File: src/hw/rtl/kft_pkg.sv
// Shared types, constants and helper functions of the two-state Kalman filter core.
`default_nettype none

package kft_pkg;

  localparam int FRAC_BITS = 16;
  localparam logic signed [31:0] ONE_FX = 32'sd1 <<< FRAC_BITS;
  localparam logic signed [63:0] HALF_FX = 64'sd1 <<< (FRAC_BITS - 1);
  localparam logic signed [63:0] MAX32 = 64'sd2147483647;
  localparam logic signed [63:0] MIN32 = -64'sd2147483648;

  // Divider widths: magnitude of num * 2^FRAC_BITS plus half the divisor.
  localparam int QW = 32 + FRAC_BITS;
  localparam int DW = QW + 1;
  localparam int DCW = $clog2(DW + 1);

  localparam int PCW = 5;
  localparam logic [PCW-1:0] OP_S        = PCW'(4);
  localparam logic [PCW-1:0] OP_X0       = PCW'(5);
  localparam logic [PCW-1:0] OP_UPD_LAST = PCW'(14);
  localparam logic [PCW-1:0] OP_PRED     = PCW'(15);
  localparam logic [PCW-1:0] OP_LAST     = PCW'(24);

  typedef struct packed {
    logic              action;
    logic signed [31:0] measurement;
    logic signed [31:0] motion_pos;
    logic signed [31:0] motion_vel;
  } kft_in_t;

  typedef struct packed {
    logic signed [31:0] est_pos;
    logic signed [31:0] est_vel;
    logic signed [31:0] cov_00;
    logic signed [31:0] cov_01;
    logic signed [31:0] cov_10;
    logic signed [31:0] cov_11;
    logic              update_skipped;
    logic              saturated;
  } kft_out_t;

  typedef enum logic [2:0] {
    REG_TRANS_00      = 3'd0,
    REG_TRANS_01      = 3'd1,
    REG_TRANS_10      = 3'd2,
    REG_TRANS_11      = 3'd3,
    REG_MEAS_GAIN_POS = 3'd4,
    REG_MEAS_GAIN_VEL = 3'd5,
    REG_MEAS_NOISE    = 3'd6,
    REG_P_INIT        = 3'd7
  } reg_idx_t;

  typedef struct packed {
    logic signed [31:0] f00;
    logic signed [31:0] f01;
    logic signed [31:0] f10;
    logic signed [31:0] f11;
    logic signed [31:0] h0;
    logic signed [31:0] h1;
    logic [30:0]        r;
    logic [30:0]        p_init;
  } cfg_t;

  typedef struct packed {
    logic signed [31:0] x0, x1;
    logic signed [31:0] p0, p1, p2, p3;
    logic signed [31:0] z, u0, u1;
    logic signed [31:0] hx, y, a0, a1, s, k0, k1;
    logic signed [31:0] m0, m1, m2, m3;
    logic signed [31:0] t0, t1, t2, t3;
    logic signed [31:0] e0, e1;
  } work_t;

  // State after reset: zero estimate, default p_init on the covariance diagonal.
  localparam logic signed [31:0] P_INIT_RST = 32'sd6553600;
  localparam work_t WORK_RST = '{p0: P_INIT_RST, p3: P_INIT_RST, default: 32'sd0};

  typedef enum logic [5:0] {
    SEL_ZERO, SEL_ONE,
    SEL_X0, SEL_X1, SEL_P0, SEL_P1, SEL_P2, SEL_P3,
    SEL_Z, SEL_U0, SEL_U1, SEL_R,
    SEL_F00, SEL_F01, SEL_F10, SEL_F11, SEL_H0, SEL_H1,
    SEL_HX, SEL_Y, SEL_A0, SEL_A1, SEL_S, SEL_K0, SEL_K1,
    SEL_M0, SEL_M1, SEL_M2, SEL_M3,
    SEL_T0, SEL_T1, SEL_T2, SEL_T3, SEL_E0, SEL_E1
  } sel_t;

  // One dot product: dst = sat(add +/- rnd(a0*b0) +/- rnd(a1*b1)).
  typedef struct packed {
    sel_t a0, b0, a1, b1, add, dst;
    logic neg0, neg1;
  } op_t;

  function automatic op_t mk(sel_t a0, sel_t b0, sel_t a1, sel_t b1, sel_t add,
                             sel_t dst, logic neg0, logic neg1);
    op_t o;
    o.a0 = a0; o.b0 = b0; o.a1 = a1; o.b1 = b1;
    o.add = add; o.dst = dst; o.neg0 = neg0; o.neg1 = neg1;
    return o;
  endfunction

  function automatic op_t op_rom(logic [PCW-1:0] pc);
    op_t o;
    case (pc)
      5'd0:  o = mk(SEL_H0, SEL_X0, SEL_H1, SEL_X1, SEL_ZERO, SEL_HX, 1'b0, 1'b0);
      5'd1:  o = mk(SEL_Z, SEL_ONE, SEL_HX, SEL_ONE, SEL_ZERO, SEL_Y, 1'b0, 1'b1);
      5'd2:  o = mk(SEL_P0, SEL_H0, SEL_P1, SEL_H1, SEL_ZERO, SEL_A0, 1'b0, 1'b0);
      5'd3:  o = mk(SEL_P2, SEL_H0, SEL_P3, SEL_H1, SEL_ZERO, SEL_A1, 1'b0, 1'b0);
      5'd4:  o = mk(SEL_H0, SEL_A0, SEL_H1, SEL_A1, SEL_R, SEL_S, 1'b0, 1'b0);
      5'd5:  o = mk(SEL_K0, SEL_Y, SEL_X0, SEL_ONE, SEL_ZERO, SEL_X0, 1'b0, 1'b0);
      5'd6:  o = mk(SEL_K1, SEL_Y, SEL_X1, SEL_ONE, SEL_ZERO, SEL_X1, 1'b0, 1'b0);
      5'd7:  o = mk(SEL_K0, SEL_H0, SEL_ZERO, SEL_ZERO, SEL_ONE, SEL_M0, 1'b1, 1'b0);
      5'd8:  o = mk(SEL_K0, SEL_H1, SEL_ZERO, SEL_ZERO, SEL_ZERO, SEL_M1, 1'b1, 1'b0);
      5'd9:  o = mk(SEL_K1, SEL_H0, SEL_ZERO, SEL_ZERO, SEL_ZERO, SEL_M2, 1'b1, 1'b0);
      5'd10: o = mk(SEL_K1, SEL_H1, SEL_ZERO, SEL_ZERO, SEL_ONE, SEL_M3, 1'b1, 1'b0);
      5'd11: o = mk(SEL_M0, SEL_P0, SEL_M1, SEL_P2, SEL_ZERO, SEL_T0, 1'b0, 1'b0);
      5'd12: o = mk(SEL_M0, SEL_P1, SEL_M1, SEL_P3, SEL_ZERO, SEL_T1, 1'b0, 1'b0);
      5'd13: o = mk(SEL_M2, SEL_P0, SEL_M3, SEL_P2, SEL_ZERO, SEL_T2, 1'b0, 1'b0);
      5'd14: o = mk(SEL_M2, SEL_P1, SEL_M3, SEL_P3, SEL_ZERO, SEL_T3, 1'b0, 1'b0);
      5'd15: o = mk(SEL_F00, SEL_X0, SEL_F01, SEL_X1, SEL_U0, SEL_E0, 1'b0, 1'b0);
      5'd16: o = mk(SEL_F10, SEL_X0, SEL_F11, SEL_X1, SEL_U1, SEL_E1, 1'b0, 1'b0);
      5'd17: o = mk(SEL_F00, SEL_P0, SEL_F01, SEL_P2, SEL_ZERO, SEL_T0, 1'b0, 1'b0);
      5'd18: o = mk(SEL_F00, SEL_P1, SEL_F01, SEL_P3, SEL_ZERO, SEL_T1, 1'b0, 1'b0);
      5'd19: o = mk(SEL_F10, SEL_P0, SEL_F11, SEL_P2, SEL_ZERO, SEL_T2, 1'b0, 1'b0);
      5'd20: o = mk(SEL_F10, SEL_P1, SEL_F11, SEL_P3, SEL_ZERO, SEL_T3, 1'b0, 1'b0);
      5'd21: o = mk(SEL_T0, SEL_F00, SEL_T1, SEL_F01, SEL_ZERO, SEL_P0, 1'b0, 1'b0);
      5'd22: o = mk(SEL_T0, SEL_F10, SEL_T1, SEL_F11, SEL_ZERO, SEL_P1, 1'b0, 1'b0);
      5'd23: o = mk(SEL_T2, SEL_F00, SEL_T3, SEL_F01, SEL_ZERO, SEL_P2, 1'b0, 1'b0);
      5'd24: o = mk(SEL_T2, SEL_F10, SEL_T3, SEL_F11, SEL_ZERO, SEL_P3, 1'b0, 1'b0);
      default: o = mk(SEL_ZERO, SEL_ZERO, SEL_ZERO, SEL_ZERO, SEL_ZERO, SEL_ZERO,
                      1'b0, 1'b0);
    endcase
    return o;
  endfunction

  function automatic logic signed [31:0] sel_value(sel_t s, cfg_t c, work_t w);
    logic signed [31:0] v;
    case (s)
      SEL_ONE: v = ONE_FX;
      SEL_X0:  v = w.x0;
      SEL_X1:  v = w.x1;
      SEL_P0:  v = w.p0;
      SEL_P1:  v = w.p1;
      SEL_P2:  v = w.p2;
      SEL_P3:  v = w.p3;
      SEL_Z:   v = w.z;
      SEL_U0:  v = w.u0;
      SEL_U1:  v = w.u1;
      SEL_R:   v = {1'b0, c.r};
      SEL_F00: v = c.f00;
      SEL_F01: v = c.f01;
      SEL_F10: v = c.f10;
      SEL_F11: v = c.f11;
      SEL_H0:  v = c.h0;
      SEL_H1:  v = c.h1;
      SEL_HX:  v = w.hx;
      SEL_Y:   v = w.y;
      SEL_A0:  v = w.a0;
      SEL_A1:  v = w.a1;
      SEL_S:   v = w.s;
      SEL_K0:  v = w.k0;
      SEL_K1:  v = w.k1;
      SEL_M0:  v = w.m0;
      SEL_M1:  v = w.m1;
      SEL_M2:  v = w.m2;
      SEL_M3:  v = w.m3;
      SEL_T0:  v = w.t0;
      SEL_T1:  v = w.t1;
      SEL_T2:  v = w.t2;
      SEL_T3:  v = w.t3;
      SEL_E0:  v = w.e0;
      SEL_E1:  v = w.e1;
      default: v = '0;
    endcase
    return v;
  endfunction

  function automatic work_t work_write(work_t w, sel_t d, logic signed [31:0] v);
    work_t o;
    o = w;
    case (d)
      SEL_X0: o.x0 = v;
      SEL_X1: o.x1 = v;
      SEL_P0: o.p0 = v;
      SEL_P1: o.p1 = v;
      SEL_P2: o.p2 = v;
      SEL_P3: o.p3 = v;
      SEL_HX: o.hx = v;
      SEL_Y:  o.y = v;
      SEL_A0: o.a0 = v;
      SEL_A1: o.a1 = v;
      SEL_S:  o.s = v;
      SEL_K0: o.k0 = v;
      SEL_K1: o.k1 = v;
      SEL_M0: o.m0 = v;
      SEL_M1: o.m1 = v;
      SEL_M2: o.m2 = v;
      SEL_M3: o.m3 = v;
      SEL_T0: o.t0 = v;
      SEL_T1: o.t1 = v;
      SEL_T2: o.t2 = v;
      SEL_T3: o.t3 = v;
      SEL_E0: o.e0 = v;
      SEL_E1: o.e1 = v;
      default: o = w;
    endcase
    return o;
  endfunction

  // Round a full product to FRAC_BITS fraction bits: add half an LSB, then floor.
  function automatic logic signed [63:0] rnd(logic signed [63:0] p);
    return (p + HALF_FX) >>> FRAC_BITS;
  endfunction

  // Saturate to 32 bits; the top bit of the result is the clip flag.
  function automatic logic [32:0] sat32(logic signed [63:0] v);
    logic [32:0] o;
    if (v > MAX32) begin
      o = {1'b1, 32'h7fff_ffff};
    end else if (v < MIN32) begin
      o = {1'b1, 32'h8000_0000};
    end else begin
      o = {1'b0, v[31:0]};
    end
    return o;
  endfunction

endpackage

`default_nettype wire

File: src/hw/rtl/kft_div.sv
// Restoring serial divider for the gain: round(num * 2^FRAC_BITS / den), one bit per cycle.
`default_nettype none

module kft_div (
  input  wire logic                    clk,
  input  wire logic                    rst_n,
  input  wire logic                    start,
  input  wire logic signed [31:0]      num,
  input  wire logic [30:0]             den,
  output logic                         done,
  output logic signed [kft_pkg::DW:0]  quot
);
  import kft_pkg::*;

  logic [DW-1:0]  dvd_r, dvd_nxt;
  logic [30:0]    rem_r, rem_nxt;
  logic [30:0]    den_r;
  logic [DCW-1:0] cnt_r, cnt_nxt;
  logic           busy_r, busy_nxt;
  logic           done_r, done_nxt;
  logic           neg_r;
  logic [31:0]    mag;
  logic [31:0]    trial;
  logic           ge;

  assign mag   = num[31] ? 32'(-num) : 32'(num);
  assign trial = {rem_r, dvd_r[DW-1]};
  assign ge    = trial >= {1'b0, den_r};

  always_comb begin
    dvd_nxt  = dvd_r;
    rem_nxt  = rem_r;
    cnt_nxt  = cnt_r;
    busy_nxt = busy_r;
    done_nxt = 1'b0;
    if (start) begin
      // Adding half the divisor up front turns the floor into round-half-away.
      dvd_nxt  = DW'({mag, {FRAC_BITS{1'b0}}}) + DW'(den >> 1);
      rem_nxt  = '0;
      cnt_nxt  = DCW'(DW);
      busy_nxt = 1'b1;
    end else if (busy_r) begin
      rem_nxt = ge ? 31'(trial - {1'b0, den_r}) : trial[30:0];
      dvd_nxt = {dvd_r[DW-2:0], ge};
      cnt_nxt = cnt_r - 1'b1;
      if (cnt_r == DCW'(1)) begin
        busy_nxt = 1'b0;
        done_nxt = 1'b1;
      end
    end
  end

  always_ff @(posedge clk) begin
    if (!rst_n) begin
      busy_r <= 1'b0;
      done_r <= 1'b0;
      cnt_r  <= '0;
    end else begin
      busy_r <= busy_nxt;
      done_r <= done_nxt;
      cnt_r  <= cnt_nxt;
    end
  end

  always_ff @(posedge clk) begin
    dvd_r <= dvd_nxt;
    rem_r <= rem_nxt;
    if (start) begin
      den_r <= den;
      neg_r <= num[31];
    end
  end

  assign done = done_r;
  assign quot = neg_r ? -$signed({1'b0, dvd_r}) : $signed({1'b0, dvd_r});

endmodule

`default_nettype wire

File: config.mk
export PLATFORM = sky130hd
export DESIGN_NAME = kft_div
export DESIGN_NICKNAME = d
export VERILOG_FILES = /design/src/hw/rtl/kft_pkg.sv /design/src/hw/rtl/kft_div.sv
export SDC_FILE = /design/constraint.sdc
export NUM_CORES = 1
export LEC_CHECK = 0
export BUFFER_PORTS_ARGS = -buffer_cell sky130_fd_sc_hd__clkbuf_2
export CORE_MARGIN = 4
export CORE_UTILIZATION = 60
export CTS_CLUSTER_DIAMETER = 30
export DETAILED_ROUTE_END_ITERATION = 10
export PLACE_DENSITY = 0.82
export SKIP_CTS_REPAIR_TIMING = 1
export SLEW_MARGIN = 10
export SYNTH_ARGS = -nofsm -noshare
export SYNTH_HDL_FRONTEND = slang
export SYNTH_SLANG_ARGS = --single-unit
File: constraint.sdc
create_clock -name clk -period 4.7 [get_ports clk]
set_input_delay 0.47 -clock clk [delete_from_list [all_inputs] [get_ports clk]]
set_output_delay 0.47 -clock clk [all_outputs]
set_load 0.005 [all_outputs]
==> qor.txt, run 1 <==
status = completed
die width = 133 um
clock network power share = 34.6%
Placement Setup Slack = 446 ps
Diodes inserted = 0
drt wl/cell = 18.3 um
switching power of the nets = 0.00118 W
Final Max Slew Viols = 0
GRT Total Usage = 27.4%
Post-Syn Area per Cell = 8.98 um2
hold endpoint = den_r[10]
initial cell density of the core = 61.3%
clock slew at reported path FFs = 60 ps
clock sinks = 120
Setup CP Type = reg2out
first-pass GRT wire length = 39,000 um
RSZ-0062 raised after global routing = true
Pwr Density = 346 nW/um2
CTS H-tree lvls = 4
DP Wirelength = 18,200 um
vias in the first global route = 7,926
worst-path fanout max = 7
reg2reg end = rem_r[0]
register area share after synthesis = 34.5%
vias after detailed routing = 8,451
post-layout util = 69.8%
Hold Path Class = in2reg
GRT overflow = 0
hold_sp = den[10]
leak pwr = 4.17 nW
ys flop type = edfxtp_1
CTS tree = built
CP Cell Sequence = or4_1 -> nor3_1 -> nand3_1 -> or2_1 -> or4_1 -> inv_2 -> nand3_1 -> o41ai_1 -> xnor2_1 -> clkbuf_2
Synth top area share = 26.1%
M1 GR Usage = 33.8%
PortBufs = 116
Worst-Margin Slew = 1030 ps
Switching Fraction = 32.1%
grt peak-use layer = met2
post-synth top area cell = edfxtp_1
ratio of cells with drive above 1 in the final layout = 18.1%
Pint = 0.00249 W
Synth async-reset ratio = 0%
cts bufs inserted = 17
largest net degree at the start of global routing = 58
hold path cells = 1
Comb power frac = 27.7%
initial antenna violation count = 0
max_slew headroom = 31.4%
Seq pwr share = 37.7%
fillers = 1,162
fin crit period = 4570 ps
CP Capture Type = primary output
Post-Syn Instances = 1,038
num rows = 45
initial DRC count = 771
final hold violation count = 0
top post-synthesis cells by area = edfxtp_1 (26%), xnor2_1 (9.3%), dfxtp_1 (8.4%), ha_1 (6.7%), mux2_2 (4.7%)
commonest non-fill, non-tap cell in the layout = clkbuf_2
Synth warnings = 0
Arr. time, crit path = 4100 ps
Clk Latency, worst-skew pair = 420 ps
Synth Cell Area = 9330 um2
Top Ports = 117
syn_nets = 1,156
met3 Track Usage GR = 5.63%
delay of the slowest critical-path stage = 600 ps
EDFF count, synth = 81
fin nets = 1,254
Pre-antenna DRT Iters = 5
Fmax achieved = 219 MHz
fin crit share = 97.3%
core area = 15,200 um2
total die area = 17,600 um2
Critical R2R Launch = dvd_r[48]
via/cell ratio = 6.32
# DRC = 0
peak supply drop = 275 uV
setup slack after layout = 128 ps
Distinct cells, synth = 65
clk root buf = clkbuf_16
R2R depth = 13
Antenna Nets Post-Route = 0
clock skew = 9.27 ps
final setup violation count = 0
die height = 133 um
most frequent cells in the layout = clkbuf_2 (115), nand2_1 (101), xnor2_1 (99)
met2 Use GR = 47.1%
Routed WL = 24,500 um
area grow syn2layout = 13.8%
Worst path slowest cell = or4_1
worst reg-to-reg setup slack = 1240 ps
critical path launch point type = flip-flop
Critical Path RT = 4230 ps
CTS max path bufs = 2
Max Cap Viol = 0
gpl congestion = 0.951
number of synthesized register bits = 120
-- synth_stat cells, types with 9 or more instances --
cell      number
edfxtp_1      81
a31oi_1        9
o31ai_1       24
nand4_1       12
xor2_1        29
nor2b_1       11
mux2_2        39
ha_1          50
or4_1         15
a21oi_1       45
nor2_1        69
nand2_1      101
mux2i_1       12
a21o_1        14
o41ai_1       16
a311oi_1      18
clkbuf_1      44
dfxtp_1       39
nor3_1        20
or3_1         10
a211oi_1      11
nand3_1       20
inv_1         59
xnor2_1       99
o21ai_0       67
nor4_1        17
-- logic make-up (layout without fill, tap and decap cells) --
logic type / Yosys count / count (layout) / synth area share (%)
multiplexers: 51 / 51 / 6.00
AO/OA/AOI/OAI: 261 / 261 / 18.8
XOR/XNOR: 128 / 128 / 12.0
AND/OR/NAND/NOR: 319 / 319 / 17.2
adder cells (fa/ha/maj): 52 / 52 / 7.14
buffers and inverters: 107 / 218 / 4.44
flip-flops: 120 / 120 / 34.5
-- worst max path at each step --
stage,start,endpoint
floorplan,num[31],dvd_r[47]
global placement,num[0],dvd_r[38]
detailed placement,num[0],dvd_r[45]
CTS,dvd_r[4],quot[43]
global route,dvd_r[4],quot[43]
finish,dvd_r[4],quot[43]
-- per-layer routing --
metal	up-vias	wire length (um)
met5	-	0
met4	0	807
met3	74	1530
met2	358	12000
met1	3951	10100
li1	4068	-
-- flip-flops by register name, summed over array words and instances (netlist names) --
| register | flops |
|---|---|
| dvd_r | 49 |
| den_r | 31 |
| rem_r | 31 |
| cnt_r | 6 |
| busy_r | 1 |
| done | 1 |
| neg_r | 1 |
-- power groups by stage --
stage / Sequential [W] / Clock [W] / Combinational, W
after CTS: 0.00138 / 0.00128 / 0.00101
after global placement: 0.00140 / 0 / 0.000976
after global routing: 0.00140 / 0.00134 / 0.00111
after floorplan: 0.00136 / 0 / 0.000694
after detailed placement: 0.00140 / 0 / 0.000995
final: 0.00139 / 0.00127 / 0.00102
-- through the flow --
step | power, W | hold WS, ps | instance area [um2] | TNS [ps] | cells
2_1_floorplan | 0.00206 | 446 | 9330 | 0 | 1038
3_3_place_gp | 0.00237 | 472 | 10000 | 0 | 1305
3_5_place_dp | 0.00240 | 485 | 10000 | 0 | 1305
4_1_cts | 0.00367 | 218 | 10600 | 0 | 1337
5_1_grt | 0.00385 | 222 | 10600 | -171 | 1337
6_report | 0.00367 | 240 | 10600 | 0 | 1337
-- worst max-delay path, delay by kind of cell (launching register included) --
kind,cells,cell delay (ps)
xor gates and xnor gates,1,170
and+or+nand+nor,6,2290
AOI/OAI and AO/OA,1,530
buffers and inverters,2,240
DFF,1,440
-- cell type report --
| class | count | area (um2) | share of cell area [%] |
|---|---|---|---|
| timing repair buffer | 126 | 658 | 6.20 |
| clock inverter | 12 | 115 | 1.08 |
| inverter | 60 | 225 | 2.12 |
| multi-input combinational | 811 | 5700 | 53.7 |
| clock buffer | 20 | 468 | 4.41 |
| sequential | 120 | 3210 | 30.3 |
| tap | 188 | 235 | 2.22 |
Power figures use the tool's default switching activity.
==> inputs of run 2 (changes only) <==
--- a/config.mk
+++ b/config.mk
@@ -5,12 +5,13 @@
 export SDC_FILE = /design/constraint.sdc
 export NUM_CORES = 1
 export LEC_CHECK = 0
+export ABC_AREA = 1
 export BUFFER_PORTS_ARGS = -buffer_cell sky130_fd_sc_hd__clkbuf_2
 export CORE_MARGIN = 4
 export CORE_UTILIZATION = 60
 export CTS_CLUSTER_DIAMETER = 30
 export DETAILED_ROUTE_END_ITERATION = 10
-export PLACE_DENSITY = 0.82
+export PLACE_DENSITY = 0.81
 export SKIP_CTS_REPAIR_TIMING = 1
 export SLEW_MARGIN = 10
 export SYNTH_ARGS = -nofsm -noshare
==> run 2 against run 1 <==
Against the previous run:
- synthesized area increased by 11%
- synthesized cell count rose by 45%
- critical path depth grew 3
- first-iteration DRC count increased by 16%
- clock-buffer cell count decreased by 2
- total power shrank 5.5%
- critical path type is now reg2reg
- highest routed layer unchanged
- die area grew 11%
- worst setup slack gained 1100 ps
- largest cell class unchanged
==> qor.txt, run 2 <==
status = completed (unchanged)
Commonest cells post-synth = nand2_1 (367), inv_1 (184), nor2_1 (161), nand3_1 (133), edfxtp_1 (81) (was nand2_1 (101), xnor2_1 (99), edfxtp_1 (81), nor2_1 (69), o21ai_0 (67))
Synth async-reset ratio = 0% (unchanged)
register bank with the most flops = dvd_r (unchanged)
CTS max path bufs = 2 (unchanged)
DP Wirelength = 23,100 um (was 18,200 um)
clk root buf = clkbuf_16 (unchanged)
core area = 16,800 um2 (was 15,200 um2)
Worst path slowest cell = nand2_2 (was or4_1)
cell with the most instances after synthesis = nand2_1 (unchanged)
Routed WL = 29,700 um (was 24,500 um)
vias in the first global route = 9,629 (was 7,926)
Top Ports = 117 (unchanged)
Area after DPL = 11,100 um2 (was 10,000 um2)
setup TNS = 0 ps (unchanged)
initial antenna violation count = 0 (unchanged)
total die area = 19,500 um2 (was 17,600 um2)
Distinct cells, synth = 55 (was 65)
Clk Latency, worst-skew pair = 430 ps (was 420 ps)
syn_nets = 1,622 (was 1,156)
vias after detailed routing = 10,300 (was 8,451)
Synth Cell Area = 10,400 um2 (was 9330 um2)
area grow syn2layout = 12.5% (was 13.8%)
peak supply drop = 269 uV (was 275 uV)
most frequent cells in the layout = nand2_1 (367), inv_1 (184), nor2_1 (160) (was clkbuf_2 (115), nand2_1 (101), xnor2_1 (99))
die height = 140 um (was 133 um)
Pwr Density = 296 nW/um2 (was 346 nW/um2)
max reg flops = 49 (unchanged)
Synth top area share = 23.4% (was 26.1%)
Final Total Pwr = 0.00347 W (was 0.00367 W)
drt wl/cell = 16.1 um (was 18.3 um)
ratio of cells with drive above 1 in the final layout = 14.6% (was 18.1%)
worst-path fanout max = 33 (was 7)
Hold WS = 232 ps (was 240 ps)
clock sinks = 120 (unchanged)
CP Capture Type = flip-flop (was primary output)
Hold Path Class = in2reg (unchanged)
Worst-Margin Slew = 1170 ps (was 1030 ps)
initial DRC count = 896 (was 771)
CTS tree = built (unchanged)
fin nets = 1,727 (was 1,254)
top post-synthesis cells by area = edfxtp_1 (23%), nand2_1 (13%), dfxtp_1 (7.5%), inv_1 (6.6%), nand3_1 (6.4%) (was edfxtp_1 (26%), xnor2_1 (9.3%), dfxtp_1 (8.4%), ha_1 (6.7%), mux2_2 (4.7%))
CP Cell Sequence = inv_1 -> ha_1 -> fa_1 -> o21ai_2 -> a21oi_2 -> o21bai_4 -> nand2_1 -> nand3_1 -> nand2_2 -> nand2_2 -> nand2_1 -> nand3_1 -> o21ai_0 (was or4_1 -> nor3_1 -> nand3_1 -> or2_1 -> or4_1 -> inv_2 -> nand3_1 -> o41ai_1 -> xnor2_1 -> clkbuf_2)
initial cell density of the core = 62.0% (was 61.3%)
clock slew at reported path FFs = 70 ps (was 60 ps)
post-synth top area cell = edfxtp_1 (unchanged)
final hold violation count = 0 (unchanged)
CTS H-tree lvls = 4 (unchanged)
delay of the slowest critical-path stage = 680 ps (was 600 ps)
critical path launch point type = flip-flop (unchanged)
# DRC = 0 (unchanged)
cts bufs inserted = 17 (unchanged)
PortBufs = 116 (unchanged)
die width = 140 um (was 133 um)
Antenna Nets Post-Route = 0 (unchanged)
Fmax achieved = 285 MHz (was 219 MHz)
Post-Syn Area per Cell = 6.91 um2 (was 8.98 um2)
ys flop type = edfxtp_1 (unchanged)
Final Max Slew Viols = 0 (unchanged)
commonest non-fill, non-tap cell in the layout = nand2_1 (was clkbuf_2)
GRT Total Usage = 29.9% (was 27.4%)
gpl congestion = 0.963 (was 0.951)
final setup violation count = 0 (unchanged)
Max Cap Viol = 0 (unchanged)
via/cell ratio = 5.59 (was 6.32)
Crit path max-delay family = simple AND/OR/NAND/NOR gates (unchanged)
fin crit share = 74.6% (was 97.3%)
GRT overflow = 0 (unchanged)
Post-Syn Instances = 1,504 (was 1,038)
final instance area = 11,700 um2 (was 10,600 um2)
largest net degree at the start of global routing = 73 (was 58)
max_slew headroom = 21.5% (was 31.4%)
Synth warnings = 0 (unchanged)
RSZ-0062 raised after global routing = false (was true)
first-pass GRT wire length = 47,800 um (was 39,000 um)
register area share after synthesis = 30.9% (was 34.5%)
leak pwr = 5.52 nW (was 4.17 nW)
number of synthesized register bits = 120 (unchanged)
Setup CP Type = reg2reg (was reg2out)
top flop regs = dvd_r (49), den_r (31), rem_r (31) (unchanged)
CP Buf/Inv Count = 1 (was 2)
Arr. time, crit path = 3790 ps (was 4100 ps)
Critical Path RT = 4980 ps (was 4230 ps)
EDFF count, synth = 81 (unchanged)
clock skew = 13.7 ps (was 9.27 ps)
fin crit period = 3510 ps (was 4570 ps)
Pre-antenna DRT Iters = 5 (unchanged)
num rows = 47 (was 45)
Diodes inserted = 0 (unchanged)
==> run 2: changes by cell type after synthesis, sizes merged, moves of 18 or more <==
cell / change
xor2: +35
nand3: +121
a311oi: -18
nor2: +112
mux2: -39
xnor2: -66
a21oi: +34
o21ai: +38
clkbuf: -27
nand2: +294
o31ai: -22
inv: +133
==> run 2: worst reg2reg max path: cells and delay by family, from the launching register on <==
family                   cells  cell delay (ps)
adder cells (fa/ha/maj)      2              690
AND/OR/NAND/NOR              6             1520
buffers and inverters        1              120
flip-flops                   1              370
AO/OA/AOI/OAI                4              640
==> run 2: power breakdown <==
part           internal [W]  switching, W  total (W)
clock network      0.000739      0.000531    0.00127
registers           0.00124     0.0000876    0.00133
logic              0.000313      0.000558   0.000871
==> run 2: layout make-up <==
type,count,area [um2]
clock buffers,18,429
clock inverters,14,140
fillers,1459,5070
inverters,195,733
multi-input cells,1153,6280
flip-flops and latches,120,3210
well taps,220,275
repair buffers,122,626
==> run 2: metal layers <==
layer | wire length, um | global-route usage, % | vias to the layer above | part of all wire [%]
met5 | 0 | 0 | - | 0
met4 | 591 | 8.16 | 0 | 2.0
met3 | 1960 | 3.64 | 46 | 6.6
met2 | 14200 | 51.1 | 419 | 48
met1 | 13000 | 40.1 | 4679 | 44
li1 | - | - | 5152 | -
==> run 2: through the flow <==
step,cells,util [%],setup WS (ps)
2_1_floorplan,1504,-,1870
3_3_place_gp,1810,66.4,1230
3_5_place_dp,1810,66.4,1150
4_1_cts,1842,69.8,1200
5_1_grt,1842,69.8,960
6_report,1842,69.8,1190
==> run 2: final timing paths <==
path             start         to  slack, ps  depth (start not counted)
min reg2reg  rem_r[23]  rem_r[23]        480                          2
min             den[0]   den_r[0]        230                          1
max reg2reg  dvd_r[48]   rem_r[5]       1190                         13
max          dvd_r[48]   rem_r[5]       1190                         13
==> run 2: cells by family after synthesis <==
| kind of cell | after synthesis | share of synthesized area, % |
|---|---|---|
| xor gates and xnor gates | 97 | 8.17 |
| DFF | 120 | 30.9 |
| and+or+nand+nor | 785 | 34.2 |
| AOI/OAI and AO/OA | 219 | 11.6 |
| adders and majority gates | 52 | 6.40 |
| buffers and inverters | 231 | 8.76 |
